==> config.mk <==
export PLATFORM = sky130hd
export DESIGN_NAME = csu_ctrl
export DESIGN_NICKNAME = d
export VERILOG_FILES = /design/src/hw/rtl/csu_pkg.sv /design/src/hw/rtl/csu_ctrl.sv
export SDC_FILE = /design/constraint.sdc
export NUM_CORES = 1
export LEC_CHECK = 0
export BUFFER_PORTS_ARGS = -buffer_cell sky130_fd_sc_hd__buf_2
export CAP_MARGIN = 20
export CORE_UTILIZATION = 30
export CTS_CLUSTER_SIZE = 20
export DETAILED_ROUTE_END_ITERATION = 10
export PLACE_DENSITY = 0.48
export SYNTH_ARGS = -nofsm -noshare
export SYNTH_HDL_FRONTEND = slang
export SYNTH_SLANG_ARGS = --single-unit
==> constraint.sdc <==
create_clock -name clk -period 1.4 [get_ports clk]
set_clock_uncertainty 0.2 [all_clocks]
set_input_delay 0.28 -clock clk [delete_from_list [all_inputs] [get_ports clk]]
set_output_delay 0.28 -clock clk [all_outputs]
set_load 0.05 [all_outputs]
==> src/hw/rtl/csu_pkg.sv <==
package csu_pkg;

  // element width default; the ports follow the top-level parameter
  localparam int unsigned ELEM_BITS_DEF = 16;

  // accumulators and result
  localparam int unsigned ACC_W      = 48;
  localparam int unsigned SIM_W      = 16;
  localparam int unsigned FRAC_SHIFT = 16;               // radicand scale, 8 frac bits in root
  localparam int unsigned RAD_W      = ACC_W + FRAC_SHIFT; // 64-bit radicand
  localparam int unsigned ROOT_W     = RAD_W / 2;
  localparam int unsigned DEN_W      = 2 * ROOT_W;
  localparam int unsigned DIV_SCALE  = 32;               // dividend = mag * 2^32
  localparam int unsigned QUO_W      = 64;
  localparam int unsigned SQRT_STEPS = ROOT_W;
  localparam int unsigned DIV_STEPS  = ACC_W + DIV_SCALE;
  localparam int unsigned CNT_W      = $clog2(DIV_STEPS);

  localparam logic [RAD_W-1:0] SQ_BIT_INIT = {2'b01, {(RAD_W-2){1'b0}}};
  localparam logic [QUO_W-1:0] QUO_POS_MAX = QUO_W'(32767);
  localparam logic [QUO_W-1:0] QUO_NEG_MAX = QUO_W'(32768);
  localparam logic [SIM_W-1:0] SIM_POS_SAT = {1'b0, {(SIM_W-1){1'b1}}};
  localparam logic [SIM_W-1:0] SIM_NEG_SAT = {1'b1, {(SIM_W-1){1'b0}}};

  typedef enum logic [2:0] {
    S_ACCUM,
    S_DRAIN,
    S_CHECK,
    S_SQRT,
    S_MUL,
    S_DIV,
    S_ROUND
  } state_t;

  typedef struct packed {
    logic take;      // input transaction this cycle
    logic load;      // capture sums into finish unit, clear sums
    logic sq_step;   // one root bit on both lanes
    logic mul;       // form the denominator
    logic div_step;  // one quotient bit
    logic emit;      // load the output register
  } cmd_t;

  typedef struct packed {
    logic zero;      // a sum of squares is zero
  } status_t;

endpackage

==> src/hw/rtl/csu_ctrl.sv <==
module csu_ctrl (
  input  logic              clk,
  input  logic              rst_n,
  input  logic              in_valid,
  input  logic              in_last,
  output logic              in_ready,
  output logic              out_valid,
  input  logic              out_ready,
  input  csu_pkg::status_t  status,
  output csu_pkg::cmd_t     cmd
);
  import csu_pkg::*;

  state_t           state_r, state_nxt;
  logic [CNT_W-1:0] cnt_r, cnt_nxt;
  logic             out_valid_r, out_valid_nxt;
  logic             out_free;

  assign out_free  = !out_valid_r || out_ready;
  assign out_valid = out_valid_r;

  always_ff @(posedge clk) begin
    if (!rst_n) begin
      state_r     <= S_ACCUM;
      cnt_r       <= '0;
      out_valid_r <= 1'b0;
    end else begin
      state_r     <= state_nxt;
      cnt_r       <= cnt_nxt;
      out_valid_r <= out_valid_nxt;
    end
  end

  // next state
  always_comb begin
    state_nxt     = state_r;
    cnt_nxt       = cnt_r;
    out_valid_nxt = out_valid_r && !out_ready;
    case (state_r)
      S_ACCUM: begin
        if (in_valid && in_last) state_nxt = S_DRAIN;
      end
      S_DRAIN: state_nxt = S_CHECK;
      S_CHECK: begin
        cnt_nxt   = '0;
        state_nxt = status.zero ? S_ROUND : S_SQRT;
      end
      S_SQRT: begin
        if (cnt_r == CNT_W'(SQRT_STEPS - 1)) begin
          cnt_nxt   = '0;
          state_nxt = S_MUL;
        end else begin
          cnt_nxt = cnt_r + 1'b1;
        end
      end
      S_MUL: begin
        cnt_nxt   = '0;
        state_nxt = S_DIV;
      end
      S_DIV: begin
        if (cnt_r == CNT_W'(DIV_STEPS - 1)) begin
          cnt_nxt   = '0;
          state_nxt = S_ROUND;
        end else begin
          cnt_nxt = cnt_r + 1'b1;
        end
      end
      S_ROUND: begin
        if (out_free) begin
          state_nxt     = S_ACCUM;
          out_valid_nxt = 1'b1;
        end
      end
      default: state_nxt = S_ACCUM;
    endcase
  end

  // outputs
  always_comb begin
    in_ready     = 1'b0;
    cmd          = '0;
    case (state_r)
      S_ACCUM: begin
        in_ready = 1'b1;
        cmd.take = in_valid;
      end
      S_DRAIN: ;
      S_CHECK: cmd.load     = 1'b1;
      S_SQRT:  cmd.sq_step  = 1'b1;
      S_MUL:   cmd.mul      = 1'b1;
      S_DIV:   cmd.div_step = 1'b1;
      S_ROUND: cmd.emit     = out_free;
      default: ;
    endcase
  end

endmodule

# Word level (Yosys, flattened, before mapping)

Cells that the tools add are included.
Widths: inputs -> output; s select.

Reduce and logical (&&, ||, !) cells: 9
Equality and inequality tests: 12
Add/subtract/negate cells: 1
Muxes and demuxes: 18

Operator list:

| operator            | count |
|---|---|
| $pmux 3 s7          | 1 |
| $pmux 7 s3          | 1 |
| $mux 3              | 5 |
| $mux 7              | 2 |
| $eq 3x3->1 const B  | 3 |
| $mux 1              | 9 |
| $ne 2x2->1 const B  | 4 |
| $add 7x1->7 const B | 1 |
| $eq 7x5->1 const B  | 1 |
| $eq 7x7->1 const B  | 1 |
| $eq 3x2->1 const B  | 2 |
| $reduce_and 4->1    | 1 |
| $eq 3x1->1 const B  | 1 |
| $logic_not 3->1     | 1 |
| $reduce_bool 3->1   | 1 |
| $logic_and 1x1->1   | 2 |
| $logic_not 1->1     | 2 |
| $reduce_or 2->1     | 1 |
| $logic_or 1x1->1    | 1 |

Register bits after elaboration: 11
Bits of input ports: 6

# Longest topological paths before layout

Gate-level depths: netlist of the first run.

Depth in word-level cells: 4
Depth in mapped cells: 6
Mapped depth without buffers: 5

# Worst setup path after synthesis of the first run

No wires, ideal clock.

Kind: reg2out
Start: register state_r[1]
End: output cmd[5] (netlist bit)
Setup slack: -1366 ps
Arrival time: 2286 ps
Cell stages (with the launch flop): 5
Buffers on the path: 2
Cell sequence: dfxtp_1 -> buf_2 -> buf_2 -> nor3_1 -> and2_1

RTL lines:

| what                   | line           | source |
|---|---|---|
| start, declared        | csu_ctrl.sv:14 | `state_t state_r, state_nxt;` |
| start signal, assigned | csu_ctrl.sv:28 | `state_r <= state_nxt;` |
| end, declared          | csu_ctrl.sv:10 | `output csu_pkg::cmd_t cmd` |

==> impl_results.md, run 1 <==
* RSZ-0062 raised after global routing: yes
* Final Cycle Share at 123%
* Post-synthesis cell type count at 30
* Initial antenna violation count at 0
* Failing checks: setup timing
* CP required at 0.92 ns
* Net Count, Synth at 92
* P per Cell Area at 1140 nW/um^2
* Worst IR drop on VDD at 796 uV
* Min-delay worst type: in -> reg
* First-pass GRT wire length at ~3300 um
* CTS Buf Count at 3
* Minimum clock period at 1.72 ns
* Pins Over Slew Limit at 0
* Seq cells post-synth at 11
* Hpwl dp at about 1200 um
* Clock Path Buffers at 2
* H-tree depth at 1
* Synth Area per Inst at between 7 and 8 sq um
* GRT Util Overall at around 18%
* Worst-case reg-to-reg path depth at 6
* End point of the critical path: cmd[5]
* Peak Freq at approximately 580 MHz
* Startpoint Class: register
* Pin count of the biggest net entering global routing at 9
* Critical path startpoint: state_r[1]$_SDFFE_PN0P_
* N_diodes at 0
* Initial core utilization at between 30 and 40%
* Setup WS post-layout at -0.324 ns
* Via count at about 800
* Status: finished, violations left
* Final hold violations at 0
* Pre-CTS setup slack at -0.227 ns
* CORE AREA at around 2000 sq um
* Post-synthesis instance area at 673 sq um
* Final nets at ~140
* Post-DR wirelength/cell at approximately 12 um
* Syn Inst Count at 85
* Worst r2r dst: cnt_r[2]$_SDFFE_PN0P_
* Vias per cell at 4.95
* Cell row count at 16
* Crit path max fanout at 5
* Layout cells sized above 1 at around 63%
* CTS Root Cell: clkbuf_4
* Slew HR at between 80% and 90%
* CTS hold repair buffers at 0
* Drt first-iter violations at 5
* Port Buf Inserts at 13
* Non-Filler Instances at between 150 and 200
* Sequential-to-total area share from yosys stat at between 30% and 40%
* Pleak at roughly 0.54 nW
* Finish-stage setup viols at 17
* Placer Congestion at 0.737
* Hold path cells at 3
* Register area at approximately 230 sq um
* Clk_lat worst skew at between 0.2 and 0.3 ns
* DRT Pass-1 Iters at 4
* Filler cells at around 190
* TNS Setup at -3.06 ns
* Die ar. at approximately 2400 sq um
* Die X at slightly below 50 um
* I/O pin cnt at 14
* Die height at a little under 50 um
* Drt total wl at slightly below 2000 um
* Antenna-violating nets left at 0
* R2r setup slk at -0.21 ns
* Residual DRC at 0
* RR Startpoint: state_r[1]$_SDFFE_PN0P_
* Area grow syn2layout at 98.9%
* Inst Count DP at 148
* Multi-input logic area at 607 sq um
* WS Path Type: reg -> out
* Ys Warns at 0
* MaxCap Viol Count at 0
* CTS Sinks at 11
* Critical Path AT at ~1.2 ns
* Grt total ovfl at 0
* Vias in the first global route at a little over 800
* CTS tree: done
* CP endpoint kind: primary output
* Clock transition at path regs at ~0.070 ns
* Worst Tran Pin Value at 0.241 ns
[cells in the final DEF, fill, tap and decap left out, types with 2 or more instances in the layout]
| cell type | n |
|---|---|
| a21oi_2 | 3 |
| buf_2 | 6 |
| buf_4 | 25 |
| buf_6 | 14 |
| buf_8 | 4 |
| clkbuf_4 | 3 |
| dfxtp_1 | 5 |
| dfxtp_2 | 4 |
| dfxtp_4 | 2 |
| mux2i_1 | 2 |
| nand2_1 | 7 |
| nand2b_1 | 3 |
| nand3_1 | 3 |
| nand3_2 | 2 |
| nand3b_1 | 2 |
| nor2_1 | 7 |
| nor2_2 | 2 |
| nor3_2 | 2 |
| nor3b_2 | 2 |
| nor3b_4 | 2 |
| o21ai_0 | 3 |
| o21ai_1 | 4 |
| xnor2_1 | 4 |
| xnor2_4 | 2 |
[per-layer routing]
layer / GRT usage [%] / part of all wire (%) / wire length, um
met1: 20.1 / 44 / 880
met2: 33.1 / 52 / 1020
met3: 4.67 / 3.2 / 64
met4: 4.29 / 0.66 / 13
met5: 0 / 0 / 0
[metrics by stage]
step	utilization (%)	instance area [sq um]	power (mW)	hold slack (ns)
after floorplan	-	741	0.776	0.219
after global placement	49.2	1000	0.965	0.381
after detailed placement	49.2	1000	0.975	0.393
after CTS	63.4	1290	1.50	0.0809
after global routing	65.6	1340	1.62	0.125
final	65.6	1340	1.52	0.112
[cells by family (layout without fill, tap and decap cells)]
| family | after synthesis | after routing | synth area share [%] |
|---|---|---|---|
| flops | 11 | 11 | 32.7 |
| xor+xnor | 5 | 6 | 7.62 |
| compound gates | 18 | 18 | 16.0 |
| simple gates | 43 | 43 | 35.3 |
| mux | 2 | 2 | 2.97 |
| buf+inv | 5 | 54 | 3.53 |
| fa+ha+maj | 1 | 1 | 1.86 |
[how the worst min path moves through the flow]
stage | startpoint | endpoint
floorplan | rst_n | state_r[2]$_SDFFE_PN0P_
global placement | cnt_r[0]$_SDFFE_PN0P_ | cnt_r[0]$_SDFFE_PN0P_
detailed placement | status | state_r[2]$_SDFFE_PN0P_
CTS | status | state_r[2]$_SDFFE_PN0P_
global route | status | state_r[2]$_SDFFE_PN0P_
finish | status | state_r[2]$_SDFFE_PN0P_
[final cells by class]
type                            count  area share [%]
Tap cell                           27            2.52
Multi-Input combinational cell     70            45.3
Clock buffer                        4            1.96
Timing Repair Buffer               49            32.5
Inverter                            1           0.280
Sequential cell                    11            17.4
[sequential cells by signal, summed over array words and instances (netlist names)]
name / flops
cnt_r: 7
state_r: 3
out_valid: 1
[critical path, cell delays in order (launching register included)]
cell     delay (ns)
dfxtp_4        0.37
buf_6          0.12
nor3_4         0.18
and2_4         0.17
buf_8          0.13
[synthesized netlist by cell type]
cell type / number / share of area [%]
nor2b_1: 1 / 0.93
nor3_1: 3 / 2.2
nand3b_1: 2 / 2.2
o211ai_1: 1 / 1.1
nor3b_1: 4 / 4.5
and2_1: 1 / 0.93
nor2_1: 10 / 5.6
nand2_1: 8 / 4.5
a21boi_0: 1 / 1.1
a31oi_1: 1 / 0.93
nand2b_1: 3 / 2.8
and4bb_2: 1 / 1.9
a21boi_1: 1 / 1.1
nand3_1: 5 / 3.7
o21ai_0: 8 / 5.9
buf_2: 4 / 3.0
mux2i_1: 2 / 3.0
or2_2: 1 / 0.93
nor4bb_1: 1 / 1.5
a311oi_1: 1 / 1.3
xnor2_2: 1 / 2.4
o21ba_2: 1 / 1.5
xnor2_1: 4 / 5.2
ha_1: 1 / 1.9
or3_1: 1 / 0.93
inv_1: 1 / 0.56
nand4b_1: 1 / 1.3
a21oi_1: 4 / 3.0
and4b_1: 1 / 1.5
dfxtp_1: 11 / 33
[where the power goes]
group | internal [mW] | leakage [nW] | switching, mW | total, mW
Sequential | 0.350 | 0.0924 | 0.0470 | 0.397
Clock | 0.110 | 0.0150 | 0.109 | 0.219
Combinational | 0.483 | 0.432 | 0.426 | 0.909
Total | 0.942 | 0.539 | 0.582 | 1.52
[repair_timing]
| action | CTS | global route |
|---|---|---|
| setup endpoints to repair | 17 | 17 |
| resized for setup | 52 | 12 |
| buffers inserted | 8 | 3 |
| cloned | 1 | 0 |
| pin swaps | 15 | 14 |
Note: power is estimated with default switching activity, not from simulation.
==> inputs of run 2 (changes only) <==
==> constraint.sdc (replaced) <==
create_clock -name clk -period 1.4 [get_ports clk]
set_clock_uncertainty 0.2 [all_clocks]
set_input_delay 0 -clock clk [delete_from_list [all_inputs] [get_ports clk]]
set_output_delay 0 -clock clk [all_outputs]
set_load 0.05 [all_outputs]
==> impl_results.md, run 2 (synthesis gave the netlist of run 1 again) <==
* CTS Sinks at 11
* Worst Tran Pin Value at 0.444 ns
* Cell row count at 16
* Most flop-heavy register: cnt_r
* Filler cells at 193
* CTS Root Cell: clkbuf_4
* Worst IR drop on VDD at 705 uV
* Residual DRC at 0
* Worst stage delay on the critical path at 0.37 ns
* Pins Over Slew Limit at 0
* CP cell instances: buf_6 -> nor3_4 -> and2_4 -> buf_8
* Final nets at ~130
* Final hold violations at 0
* Drt first-iter violations at 10
* RSZ-0062 raised after global routing: yes
* Slew HR at between 70% and 80%
* GRT Util Overall at between 10% and 20%
* Final Cycle Share at 106%
* MaxCap Viol Count at 0
* Placed inst area at 913 sq um
* R2r setup slk at -0.04 ns
* Area grow syn2layout at 74.2%
* Setup WS post-layout at -0.0829 ns
* Finish-stage setup viols at 8
* Commonest non-fill, non-tap cell in the layout: buf_4
* CTS Buf Count at 3
* H-tree depth at 1
* Die height at around 49 um
* N_diodes at 0
* Hold path cells at 1
* Most frequent cells in the layout: buf_4 (16), nor2_1 (9), buf_6 (9), nand2_1 (7), buf_2 (7)
* Clock Path Buffers at 2
* Design area at between 1000 and 1500 sq um
* Crit path max fanout at 5
* First-pass GRT wire length at approximately 3100 um
* CTS tree: done
* WHS Endpoint: state_r[1]$_SDFFE_PN0P_
* Die X at ~49 um
* RR Startpoint: cnt_r[1]$_SDFFE_PN0P_
* CORE AREA at between 2000 and 2500 sq um
* Clock transition at path regs at around 0.080 ns
* Hold Slack at ~0.30 ns
* Startpoint Class: register
* CP endpoint kind: primary output
* Family with the most delay on the worst path: simple AND/OR/NAND/NOR gates
* Worst r2r dst: state_r[0]$_SDFFE_PN0P_
* P per Cell Area at between 1000 and 1500 nW/um^2
* I/O pin cnt at 14
* Worst path slowest cell: dfxtp_4
* Initial core utilization at 33.0%
* Critical Path AT at roughly 1.3 ns
* Grt total ovfl at 0
* Via count at around 740
* Largest register FFs at 7
* DRT Pass-1 Iters at 4
* Pre-CTS setup slack at -0.113 ns
* Buf/Inv on CP at 2
* CP required at about 1.2 ns
* Placer Congestion at between 0.7 and 0.8
* Pleak at ~0.45 nW
* Clk_lat worst skew at approximately 0.27 ns
* Worst-case reg-to-reg path depth at 5
* Min-delay worst type: reg -> reg
* Peak Freq at about 670 MHz
* Die ar. at 2440 sq um
* Status: finished, violations left
* Initial antenna violation count at 0
* Failing checks: setup timing
* Port Buf Inserts at 13
* Antenna-violating nets left at 0
* Pin count of the biggest net entering global routing at 10
* Vias in the first global route at 706
* HP Start: state_r[0]$_SDFFE_PN0P_
* Drt total wl at about 1800 um
* Layout cells sized above 1 at 50.8%
* Hpwl dp at 1200 um
* Minimum clock period at roughly 1.5 ns
* Post-DR wirelength/cell at 11.8 um
* WS Path Type: reg -> out
* Vias per cell at 4.88
[run 2: area by class of cell]
cell class | count | area [sq um] | share of cell area [%]
sequential | 11 | 235 | 20.1
timing repair buffer | 39 | 337 | 28.7
clock buffer | 4 | 26.3 | 2.24
tap | 27 | 33.8 | 2.88
multi-input combinational | 69 | 537 | 45.8
inverter | 1 | 3.75 | 0.320
[run 2: metal layers]
layer  up-vias  track usage [%]  share of wire, %
met2         7             26.9                46
met3         2             2.80               1.9
met1       350             21.3                51
met5         -                0                 0
met4         0             7.14              0.79
li1        378                -                 -
[run 2: worst max-delay path by stage]
stage / startpoint / to / depth (start not counted)
floorplan: state_r[1]$_SDFFE_PN0P_ / state_r[0]$_SDFFE_PN0P_ / 6
detailed placement: cnt_r[0]$_SDFFE_PN0P_ / state_r[0]$_SDFFE_PN0P_ / 5
finish: state_r[0]$_SDFFE_PN0P_ / cmd[5] / 4
global route: state_r[1]$_SDFFE_PN0P_ / cmd[5] / 4
CTS: state_r[1]$_SDFFE_PN0P_ / cmd[5] / 4
global placement: cnt_r[0]$_SDFFE_PN0P_ / state_r[0]$_SDFFE_PN0P_ / 5
[run 2: power breakdown]
group | total [mW] | leakage, nW | switching (mW) | internal [mW]
sequential | 0.397 | 0.0927 | 0.0458 | 0.352
clock | 0.228 | 0.0150 | 0.118 | 0.110
combinational | 0.700 | 0.338 | 0.362 | 0.338
total | 1.33 | 0.445 | 0.525 | 0.800
[run 2: repair_timing]
item / CTS / global route
endpoints found under the setup margin: 16 / 17
hold buffers: 5 / 0
gates resized for setup: 36 / 4
endpoints found under the hold margin: 11 / 0
setup buffers: 3 / 4
pin swaps: 10 / 5
[run 2: metrics by stage]
| step | utilization [%] | cells | setup TNS (ns) | total power [mW] |
|---|---|---|---|---|
| 2_1_floorplan | - | 85 | -1.52 | 0.796 |
| 3_3_place_gp | 44.7 | 135 | -0.183 | 0.906 |
| 6_report | 57.4 | 151 | -0.304 | 1.33 |
| 5_1_grt | 57.4 | 151 | -1.39 | 1.40 |
| 4_1_cts | 55.1 | 147 | -0.597 | 1.28 |
| 3_5_place_dp | 44.7 | 135 | -0.493 | 0.915 |
==> inputs of run 3 (changes only) <==
--- a/config.mk
+++ b/config.mk
@@ -5,12 +5,13 @@
 export SDC_FILE = /design/constraint.sdc
 export NUM_CORES = 1
 export LEC_CHECK = 0
+export ABC_AREA = 1
 export BUFFER_PORTS_ARGS = -buffer_cell sky130_fd_sc_hd__buf_2
 export CAP_MARGIN = 20
 export CORE_UTILIZATION = 30
 export CTS_CLUSTER_SIZE = 20
 export DETAILED_ROUTE_END_ITERATION = 10
-export PLACE_DENSITY = 0.48
+export PLACE_DENSITY = 0.47
 export SYNTH_ARGS = -nofsm -noshare
 export SYNTH_HDL_FRONTEND = slang
 export SYNTH_SLANG_ARGS = --single-unit
==> impl_results.md, run 3 <==
* Adder-cell share of the synthesized area at about 1.7%
* Syn Inst Count at ~110
* Die X at 52.0 um
* Grt total ovfl at 0
* Clock transition at path regs at 0.08 ns
* Count leader, synth: nand2_1
* Buf/Inv on CP at 2
* Hold Slack at 0.0243 ns
* Seq cells post-synth at 11
* Post-synthesis cell type count at 25
* Pins Over Slew Limit at 0
* Net Count, Synth at 113
* Minimum clock period at 1.40 ns
* Commonest non-fill, non-tap cell in the layout: nand2_1
* Layout cells sized above 1 at 56.7%
* CTS Buf Count at 3
* Synth Area per Inst at slightly above 7 sq um
* Clock Path Buffers at 2
* EDFF count, synth at 0
* XOR/XNOR Fraction of Synth Area at roughly 1.2%
* Worst IR drop on VDD at 927 uV
* Setup WS post-layout at -0.00308 ns
* Min-delay worst type: in -> reg
* First-pass GRT wire length at ~2900 um
* Ys Warns at 0
* Slew HR at between 80% and 90%
* Placer Congestion at approximately 0.76
* H-tree depth at 1
* Port Buf Inserts at 13
* Worst stage delay on the critical path at 0.40 ns
* Vias in the first global route at 651
* Pin count of the biggest net entering global routing at 10
* Compound-cell area share of the yosys netlist at 8.18%
* Top post-synthesis cells by count: nand2_1 (25), nor2_1 (17), dfxtp_1 (11), inv_1 (11), nand2_2 (6)
* Post-DR wirelength/cell at between 10 and 15 um
* DRT Pass-1 Iters at 3
* Clk_lat worst skew at approximately 0.27 ns
* Top_reg_cell synth: dfxtp_1
* Status: finished, violations left
* Dominant cells by area after synthesis: dfxtp_1 (29%), nand2_1 (13%), nor2_1 (8.5%), inv_1 (5.5%), nand2_2 (5.0%)
* CORE AREA at 2280 sq um
* Post-Synth Simple-Gate Area at 50.4%
* Via count at approximately 700
* Design area at approximately 1200 sq um
* GRT Util Overall at between 10 and 15%
* Vias per cell at approximately 4.4
* Pleak at 0.516 nW
* Die ar. at roughly 2700 sq um
* Initial antenna violation count at 0
* Worst Tran Pin Value at roughly 0.25 ns
* Area grow syn2layout at 54.1%
* Yosys top cell area share at between 20% and 30%
* Main combinational cell family by area after synthesis: simple AND/OR/NAND/NOR gates
* CTS Sinks at 11
* Most flop-heavy register: cnt_r
* CP required at around 1.2 ns
* Drt first-iter violations at 11
* Filler cells at 230
* MaxCap Viol Count at 0
* WS Path Type: reg -> out
* Worst path slowest cell: dfxtp_4
* Peak Freq at approximately 700 MHz
* Drt total wl at approximately 1700 um
* CP endpoint kind: primary output
* Family with the most delay on the worst path: flip-flops
* Crit path max fanout at 4
* Multi-input logic area at a little under 600 sq um
* Die height at slightly above 50 um
* Final hold violations at 0
* Sequential-to-total area share from yosys stat at 29.4%
* R2r setup slk at around 0.010 ns
* Final nets at about 140
* Most frequent cells in the layout: nand2_1 (21), inv_1 (10), nor2_1 (10), nor2_2 (9)
* RSZ-0062 raised after global routing: yes
* Cell row count at 17
* I/O pin cnt at 14
* Post-synthesis mux area share at 1.34%
* Placed inst area at 968 sq um
* Asr flop ratio synth at 0%
* Antenna-violating nets left at 0
* Register area at roughly 240 sq um
* Final Cycle Share at 100%
* CP cell instances: nand3_2 -> buf_4 -> a21oi_4 -> buf_6
* Yosys top cell by area: dfxtp_1
* CTS tree: done
* P per Cell Area at 1780 nW/um^2
* Critical Path AT at between 1 and 1.5 ns
* Startpoint Class: register
* Initial core utilization at approximately a third
* Residual DRC at 0
* CTS Root Cell: clkbuf_4
* Post-synthesis instance area at 749 sq um
* Hpwl dp at between 1000 and 1500 um
* Failing checks: setup timing
* Post-CTS setup repair buffer count at 0
* Largest register FFs at 7
* N_diodes at 0
* Finish-stage setup viols at 1
run 3: cell types whose count changed after synthesis, sizes merged, moves of 2 or more:
cell,change
nand2,+27
nand3,+2
buf,-4
nor3,-2
inv,+14
nand2b,-3
xnor2,-5
o21ai,-6
nor3b,-3
nor2,+13
run 3: final timing paths:
check / start / to / cells past startpoint
min: in_last / state_r[0]$_SDFFE_PN0P_ / 7
max: state_r[1]$_SDFFE_PN0P_ / cmd[0] / 4
max reg2reg: cnt_r[1]$_SDFFE_PN0P_ / cnt_r[6]$_SDFFE_PN0P_ / 9
min reg2reg: cnt_r[5]$_SDFFE_PN0P_ / cnt_r[5]$_SDFFE_PN0P_ / 2
run 3: metrics by stage:
step	TNS, ns	worst slack, ns	cells	util [%]	power [mW]
finish	-0.00308	-0.00308	162	50.7	2.05
CTS	-0.0641	-0.0280	162	47.8	1.97
global placement	-0.506	-0.0886	155	42.6	1.64
floorplan	-0.370	-0.0911	106	-	1.34
detailed placement	-0.453	-0.0813	155	42.6	1.63
global route	-0.503	-0.0662	162	50.7	2.21
run 3: metal layers:
layer	GRT usage, %	part of all wire [%]
met5	0	0
met1	18.6	48
met2	24.6	49
met4	5.41	0.71
met3	1.75	2.1
run 3: repair_timing:
action / in CTS / in global routing
hold endpoints to repair: 11 / 0
pin swaps: 3 / 7
hold buffers: 3 / 0
gates resized for setup: 21 / 17
endpoints found under the setup margin: 16 / 16
run 3: cell type report:
class                   count  area share (%)
well taps                  28            3.03
clock buffers               4            2.28
flip-flops and latches     11            20.4
inverters                  15            5.74
repair buffers             24            18.3
multi-input cells          80            50.3
run 3: cell families after synthesis:
family,after synthesis
xor+xnor,1
fa+ha+maj,1
mux,1
buf+inv,15
compound gates,8
flops,11
simple gates,69
run 3: worst reg2reg max path: cells and delay by family, from the launching register on:
| kind | cells | cell delay, ns |
|---|---|---|
| and+or+nand+nor | 6 | 0.40 |
| DFF | 1 | 0.36 |
| adders and majority gates | 1 | 0.17 |
| buffers and inverters | 2 | 0.16 |
run 3: power breakdown:
part	switching [mW]	internal, mW
Combinational	0.832	0.520
Sequential	0.0849	0.392
Clock	0.115	0.110
Total	1.03	1.02
